[config.mk]
export PLATFORM = sky130hd
export DESIGN_NAME = tarv_ctrl
export DESIGN_NICKNAME = d
export VERILOG_FILES = /design/src/rtl/tarv_pkg.sv /design/src/rtl/tarv_ctrl.sv
export VERILOG_INCLUDE_DIRS = /design/src /design/src/rtl
export SDC_FILE = /design/constraint.sdc
export NUM_CORES = 1
export LEC_CHECK = 0
export ABC_AREA = 1
export BUFFER_PORTS_ARGS = -buffer_cell sky130_fd_sc_hd__buf_2
export CELL_PAD_IN_SITES_DETAIL_PLACEMENT = 1
export CELL_PAD_IN_SITES_GLOBAL_PLACEMENT = 2
export CORE_MARGIN = 1
export CORE_UTILIZATION = 22
export CTS_CLUSTER_SIZE = 20
export DETAILED_ROUTE_END_ITERATION = 10
export PLACE_DENSITY_LB_ADDON = 0.2
export SLEW_MARGIN = 10
export SYNTH_ARGS = -nofsm -noshare
export SYNTH_HDL_FRONTEND = slang
export SYNTH_SLANG_ARGS = --single-unit
[constraint.sdc]
create_clock -name clk -period 2.74 [get_ports clk]
set_clock_uncertainty 0.1 [all_clocks]
set_input_delay 0.822 -clock clk [delete_from_list [all_inputs] [get_ports clk]]
set_output_delay 0.822 -clock clk [all_outputs]
set_load 0.05 [all_outputs]
[src/rtl/assert_macros.svh]
`ifndef ASSERT_MACROS_SVH
`define ASSERT_MACROS_SVH

// Each macro expects clk and rst_n in the scope where it is used.

`define ASSERT_IMPLIES(label, ante, cons) \
  label: assert property (@(posedge clk) disable iff (!rst_n) (ante) |-> (cons)) \
    else $error("Same-cycle implication check failed.");

`define ASSERT_IMPLIES_NEXT(label, ante, cons) \
  label: assert property (@(posedge clk) disable iff (!rst_n) (ante) |=> (cons)) \
    else $error("Next-cycle implication check failed.");

`endif

[src/rtl/tarv_pkg.sv]
`timescale 1ns / 1ps

package tarv_pkg;

  localparam int unsigned REG_COUNT_DEFAULT = 128;
  localparam int unsigned CMD_W             = 4;
  localparam int unsigned INDEX_W           = 7;
  localparam int unsigned DATA_W            = 32;
  localparam int unsigned DIV_STEP_W        = $clog2(DATA_W);

  typedef enum logic [CMD_W-1:0] {
    OP_SET = 4'd0,
    OP_ADD = 4'd1,
    OP_SUB = 4'd2,
    OP_MUL = 4'd3,
    OP_DIV = 4'd4,
    OP_LT  = 4'd5,
    OP_LE  = 4'd6,
    OP_GT  = 4'd7,
    OP_GE  = 4'd8,
    OP_RET = 4'd9
  } op_t;

  typedef enum logic [2:0] {
    S_CLEAR,
    S_IDLE,
    S_READ,
    S_EXEC,
    S_DIV,
    S_DIVFIN,
    S_DONE
  } state_t;

  typedef struct packed {
    logic clear;
    logic capture;
    logic read;
    logic exec;
    logic div_step;
    logic div_fin;
    logic commit;
  } ctl_cmd_t;

  typedef struct packed {
    logic clr_last;
    logic is_div;
    logic div_last;
  } ctl_sts_t;

endpackage

[src/rtl/tarv_ctrl.sv]
`timescale 1ns / 1ps
`include "assert_macros.svh"

module tarv_ctrl (
  input  logic               clk,
  input  logic               rst_n,
  input  logic               in_valid,
  output logic               in_ready,
  output logic               out_valid,
  input  logic               out_ready,
  output tarv_pkg::ctl_cmd_t cmd,
  input  tarv_pkg::ctl_sts_t sts
);

  tarv_pkg::state_t state_r;
  tarv_pkg::state_t state_nxt;
  logic             out_valid_r;
  logic             out_valid_nxt;
  logic             slot_free;
  logic             div_done;

  assign slot_free = !out_valid_r || out_ready;
  assign div_done  = (state_r == tarv_pkg::S_DIV) && sts.div_last;

  always_ff @(posedge clk) begin
    if (!rst_n) begin
      state_r     <= tarv_pkg::S_CLEAR;
      out_valid_r <= 1'b0;
    end else begin
      state_r     <= state_nxt;
      out_valid_r <= out_valid_nxt;
    end
  end

  always_comb begin
    state_nxt = state_r;
    unique case (state_r)
      tarv_pkg::S_CLEAR:  if (sts.clr_last) state_nxt = tarv_pkg::S_IDLE;
      tarv_pkg::S_IDLE:   if (in_valid) state_nxt = tarv_pkg::S_READ;
      tarv_pkg::S_READ:   state_nxt = tarv_pkg::S_EXEC;
      tarv_pkg::S_EXEC:   state_nxt = sts.is_div ? tarv_pkg::S_DIV : tarv_pkg::S_DONE;
      tarv_pkg::S_DIV:    if (sts.div_last) state_nxt = tarv_pkg::S_DIVFIN;
      tarv_pkg::S_DIVFIN: state_nxt = tarv_pkg::S_DONE;
      tarv_pkg::S_DONE:   if (slot_free) state_nxt = tarv_pkg::S_IDLE;
      default:            state_nxt = tarv_pkg::S_IDLE;
    endcase
  end

  always_comb begin
    cmd      = '0;
    in_ready = 1'b0;
    unique case (state_r)
      tarv_pkg::S_CLEAR:  cmd.clear = 1'b1;
      tarv_pkg::S_IDLE: begin
        in_ready    = 1'b1;
        cmd.capture = in_valid;
      end
      tarv_pkg::S_READ:   cmd.read = 1'b1;
      tarv_pkg::S_EXEC:   cmd.exec = 1'b1;
      tarv_pkg::S_DIV:    cmd.div_step = 1'b1;
      tarv_pkg::S_DIVFIN: cmd.div_fin = 1'b1;
      tarv_pkg::S_DONE:   cmd.commit = slot_free;
      default:            cmd = '0;
    endcase
  end

  always_comb begin
    if (cmd.commit) begin
      out_valid_nxt = 1'b1;
    end else if (out_ready) begin
      out_valid_nxt = 1'b0;
    end else begin
      out_valid_nxt = out_valid_r;
    end
  end

  assign out_valid = out_valid_r;

  `ASSERT_IMPLIES(a_commit_slot_free, cmd.commit, !out_valid_r || out_ready)
  `ASSERT_IMPLIES_NEXT(a_transfer_reads, in_valid && in_ready, state_r == tarv_pkg::S_READ)
  `ASSERT_IMPLIES_NEXT(a_div_ends, div_done, state_r == tarv_pkg::S_DIVFIN)

endmodule

==> flow_summary_export.csv, run 1 <==
group,metric,value,unit
timing,slew_headroom,81.1,%
place,hpwl,728,um
yosys,ys_ff_latch,4,
yosys,yosys_warnings,0,
yosys,synth_area_leaders,"dfxtp_1, nand2_1, nor2_1",
setup_path,arrival,1340,ps
drt,viasPerCell,4.34,
timing,hold_violations,0,
cts,post_cts_buffers,0,
timing,rsz0062_at_grt,"false",
setup_path,crit_start,"state_r[2]",
die,die_area,0.00179,mm2
drt,drt_pass1_iterations,4,
finish,syn_to_final_growth,30.8,%
job,drv_cap,0,
finish,final_nets,88,
drt,drtAntennaViolNets,0,
die,die_w,42.3,um
min_path,hold_path.class,"reg2reg",
timing,period_minus_slack,2260,ps
power,power,678,uW
drt,routed_wl,829,um
global_route,grt_use_total,10.8,%
drt,drc_errors,0,
yosys,synth_top_area_share,22.4,%
power,power.density,1450,mW/mm2
power,p_leak,0.000298,uW
setup_path,crit_path_top_delay_cell,"dfxtp_1",
setup_path,end_kind,"primary output",
finish,layout-drive-gt1-share,38.5,%
die,core-area,0.00151,mm2
cts,clock_latency,230,ps
yosys,ys_seq_area_share,22.4,%
die,die_y,42.3,um
global_route,grt_pass1_vias,383,
drt,first_iter_violations,4,
yosys,synth_fp_nets,69,
global_route,grt_max_degree,8,
drt,wire_per_inst,8.82,um
place,routabilityCongestion,0.637,
die,num_rows,14,
setup_path,critical_path_class,"reg2out",
cts,clock_sinks,4,
place,placed_cell_area,445,um2
yosys,syn_area,358,um2
setup_path,crit_fanout,7,
cts,root_buffer,"clkbuf_4",
timing,tns,0,ps
finish,final_cell_area,468,um2
cts,post_cts_resized,0,
timing,drv_slew,0,
timing,finalSetupViolCount,0,
global_route,antenna_found_initial,0,
min_path,min_to,"state_r[0]",
cts,cts_buffers,3,
place,place_ws,488,ps
timing,max_freq,443,MHz
die,io_pins,16,
min_path,min_path_cells,2,
die,start_util,23.8,%
setup_path,startpoint_type,"register",
global_route,grt.overflow.total,0,
finish,num_antenna_cells,0,
outcome,status,"finished clean",
timing,min_period_over_period,82.4,%
min_path,holdCritStartpoint,"state_r[0]",
yosys,synth.avg_cell_area,5.87,um2
setup_path,r2r-start,"state_r[2]",
yosys,syn_inst,61,
global_route,grt_pass1_wl,1.52,mm
setup_path,slowest_delay,470,ps
cts,holdBufCountCts,0,
timing,worstMarginPinSlew,283,ps
cts,clk_path_buf_depth,2,
setup_path,r2r-end,"state_r[2]",
setup_path,crit_path_cell_trace,"nand3_1 -> a21oi_1 -> buf_2",
setup_path,r2r_slack,1410,ps
finish,final_util,31.1,%
setup_path,required,1820,ps
cts,htree_levels,1,
place,port_buffers,15,
power,ir_worst_vdd,0.000389,V
timing,fin_ws,483,ps
setup_path,rr_worst_depth,7,
cts,cts_tree,"yes",
yosys,synth_cell_types,16,
cts,cts.reportedPaths.clkPinSlew,30,ps
drt,vias,408,
yosys,yosysTopAreaCell,"dfxtp_1",
## cells in the final DEF (no fill, tap or decap)
cell	n
dfxtp_1	4
ha_1	1
inv_1	10
nand2_2	1
o21ai_2	1
nand3_1	3
nor2_2	3
nor2_1	11
a21oi_1	2
nor3_2	1
nand2_1	14
clkbuf_4	3
buf_2	15
nand3_2	2
a21boi_0	1
nand3b_1	2
inv_2	4
## cell usage after synthesis, drive strengths merged
cell type and instances:
a21boi 1, nor2 14, dfxtp 4, nand3 5
nor3 1, a21oi 2, o21ai 1, nand3b 2
nand2 15, buf 1, inv 14, ha 1
## metrics by stage
step / hold slack [ps] / std cells
3_3_place_gp: 445 / 91
3_5_place_dp: 445 / 91
6_report: 443 / 94
4_1_cts: 450 / 94
5_1_grt: 516 / 94
2_1_floorplan: 411 / 61
## worst max path at each step
| stage | cells after the start | to |
|---|---|---|
| after floorplan | 2 | cmd[5] |
| after global placement | 4 | cmd[0] |
| after detailed placement | 4 | cmd[0] |
| after CTS | 5 | cmd[5] |
| after global routing | 5 | cmd[5] |
| final | 3 | cmd[0] |
## area by class of cell
class,instances,area [um2]
clock buffer,3,22.5
sequential,4,80.1
multi-input combinational,42,218
fill,204,1040
tap,16,20.0
timing repair buffer,15,75.1
inverter,14,52.6
## kinds of logic (layout without fill, tap and decap cells)
logic type | Yosys count | in the layout | synth area share (%)
buffers and inverters | 15 | 32 | 16.8
flip-flops | 4 | 4 | 22.4
AO/OA/AOI/OAI | 4 | 4 | 7.34
AND/OR/NAND/NOR | 37 | 37 | 50.0
adder cells (fa/ha/maj) | 1 | 1 | 3.50
## worst max-delay path, delay by kind of cell (launching register included)
| kind | cells | cell delay (ps) |
|---|---|---|
| compound gates | 1 | 150 |
| flops | 1 | 470 |
| simple gates | 1 | 220 |
| buf+inv | 1 | 270 |
## metal layers
| layer | part of all wire, % | track usage (%) | up-vias |
|---|---|---|---|
| met2 | 45 | 16.3 | 11 |
| li1 | - | - | 217 |
| met1 | 49 | 15.0 | 180 |
| met4 | 0 | 1.88 | 0 |
| met3 | 5.8 | 3.88 | 0 |
| met5 | 0 | 0 | - |
## power by group
group	switching (uW)	internal, uW
logic	357	133
clock network	21.1	48.8
registers	36.3	81.2
## registers in the layout, indices dropped and copies added, names as in the netlist
name       count
out_valid      1
state_r        3
Power figures use the tool's default switching activity.
==> run 2, diff against run 1 <==
--- a/config.mk
+++ b/config.mk
@@ -11,7 +11,7 @@
 export CELL_PAD_IN_SITES_DETAIL_PLACEMENT = 1
 export CELL_PAD_IN_SITES_GLOBAL_PLACEMENT = 2
 export CORE_MARGIN = 1
-export CORE_UTILIZATION = 22
+export CORE_UTILIZATION = 20
 export CTS_CLUSTER_SIZE = 20
 export DETAILED_ROUTE_END_ITERATION = 10
 export PLACE_DENSITY_LB_ADDON = 0.2
==> constraint.sdc (replaced) <==
create_clock -name clk -period 2.1 [get_ports clk]
set_clock_uncertainty 0.1 [all_clocks]
set_input_delay 0.63 -clock clk [delete_from_list [all_inputs] [get_ports clk]]
set_output_delay 0.63 -clock clk [all_outputs]
set_load 0.05 [all_outputs]
==> run 2 against run 1 <==
Net effect: die area increased by 9.5%; cell area increased by 5.1%; register-to-register slack got worse by 670 ps; critical path type unchanged.
==> flow_summary_export.csv, run 2 (synthesis results as in run 1) <==
group,metric,value,unit
outcome,status,"finished clean",
setup_path,required,1370,ps
drt,wire_per_inst,8.50,um
finish,fin_cells,103,
setup_path,crit_start,"state_r[2]",
finish,final_util,30.8,%
power,p_leak,0.000303,uW
global_route,grt_pass1_wl,1.46,mm
cts,clk_path_buf_depth,2,
drt,viasPerCell,3.92,
drt,drt_pass1_iterations,4,
die,core-area,0.00159,mm2
die,io_pins,16,
timing,tns,0,ps
drt,drc_errors,0,
cts,root_buffer,"clkbuf_4",
global_route,grt_use_total,10.3,%
job,drv_cap,0,
die,die_area,0.00196,mm2
setup_path,crit_path_cell_trace,"nand3_1 -> a21oi_1 -> buf_2",
place,routabilityCongestion,0.704,
die,start_util,22.4,%
drt,vias,404,
timing,slew_headroom,81.3,%
setup_path,critical_path_class,"reg2out",
timing,worstMarginPinSlew,281,ps
finish,layout_commonest_cell,"nand2_1",
setup_path,crit_path_top_delay_cell,"dfxtp_1",
power,power.density,1830,mW/mm2
drt,routed_wl,876,um
timing,drv_slew,0,
place,hpwl,746,um
cts,cts.reportedPaths.clkPinSlew,30,ps
cts,htree_levels,1,
timing,rsz0062_at_grt,"false",
global_route,antenna_found_initial,0,
drt,first_iter_violations,7,
power,pwr-share-clk,10.3,%
finish,largest_register,"state_r",
cts,clock_sinks,4,
setup_path,end_kind,"primary output",
finish,num_antenna_cells,0,
die,die_w,44.3,um
power,pwr-share-seq,17.3,%
cts,cts_buffers,3,
setup_path,slowest_delay,470,ps
cts,post_cts_buffers,0,
global_route,grt_pass1_vias,361,
power,power,901,uW
timing,max_freq,501,MHz
place,dp.cells,100,
global_route,grt_max_degree,8,
power,combPwrFrac,72.4,%
global_route,grt.overflow.total,0,
cts,cts_tree,"yes",
cts,holdBufCountCts,0,
timing,min_period_over_period,95.0,%
finish,final_nets,89,
finish,largest_register_ffs,3,
timing,finalSetupViolCount,0,
setup_path,arrival,1270,ps
cts,clock_latency,230,ps
finish,syn_to_final_growth,37.4,%
finish,mostFrequentLayoutCells,"nand2_1, buf_2, nor2_1",
min_path,hold_path.class,"reg2reg",
finish,layout-drive-gt1-share,40.5,%
place,port_buffers,15,
setup_path,crit_fanout,7,
power,switching_share,60.4,%
min_path,holdCritStartpoint,"state_r[0]",
drt,drtAntennaViolNets,0,
timing,hold_violations,0,
power,ir_worst_vdd,0.000535,V
timing,period_minus_slack,2000,ps
power,switchingPower,544,uW
setup_path,startpoint_type,"register",
die,die_y,44.3,um
power,internal_power,357,uW
die,num_rows,14,
timing,holdWs,416,ps
setup_path,r2r-start,"state_r[1]",
run 2: changes by cell type in the layout (fill, tap and decap cells not counted), sizes merged:
cell,before,now
clkbuf,3,4
run 2: area by class of cell:
type | instances | area, um2
flip-flops and latches | 4 | 81.3
clock buffers | 3 | 22.5
well taps | 24 | 30.0
repair buffers | 16 | 87.6
multi-input cells | 42 | 218
inverters | 14 | 52.6
fillers | 225 | 1100
run 2: routing by layer:
layer	track usage, %	wire [um]
met1	12.8	441
met5	0	0
met2	15.6	389
met3	4.90	45
met4	3.64	0
run 2: worst paths after layout:
kind                            depth (start not counted)    endpoint  slack [ps]
worst min-delay path                                    2  state_r[0]         420
worst min register to register                          2  state_r[0]         420
worst max-delay path                                    3      cmd[0]         100
worst max register to register                          6  state_r[0]         740
run 2: what timing repair did:
| item | 4_1_cts | 5_1_grt |
|---|---|---|
| cloned | 0 | 0 |
| endpoints found under the setup margin | 1 | 3 |
| resized for setup | 1 | 2 |
run 2: critical path: cells and delay by family, from the launching register on:
kind | cells | cell delay [ps]
flip-flops | 1 | 470
AO/OA/AOI/OAI | 1 | 150
AND/OR/NAND/NOR | 1 | 140
buffers and inverters | 1 | 280
run 2: stage by stage:
| stage | cell area (um2) | worst slack [ps] |
|---|---|---|
| floorplan | 358 | 39.7 |
| global placement | 463 | 243 |
| detailed placement | 463 | 211 |
| CTS | 488 | 42.4 |
| global route | 492 | 1.39 |
| finish | 492 | 104 |
run 2: power by group through the flow:
stage | Sequential [uW] | Combinational (uW) | Clock [uW]
3_3_place_gp | 157 | 652 | 0
6_report | 156 | 652 | 92.7
3_5_place_dp | 157 | 652 | 0
2_1_floorplan | 148 | 525 | 0
5_1_grt | 161 | 730 | 105
4_1_cts | 156 | 658 | 97.9
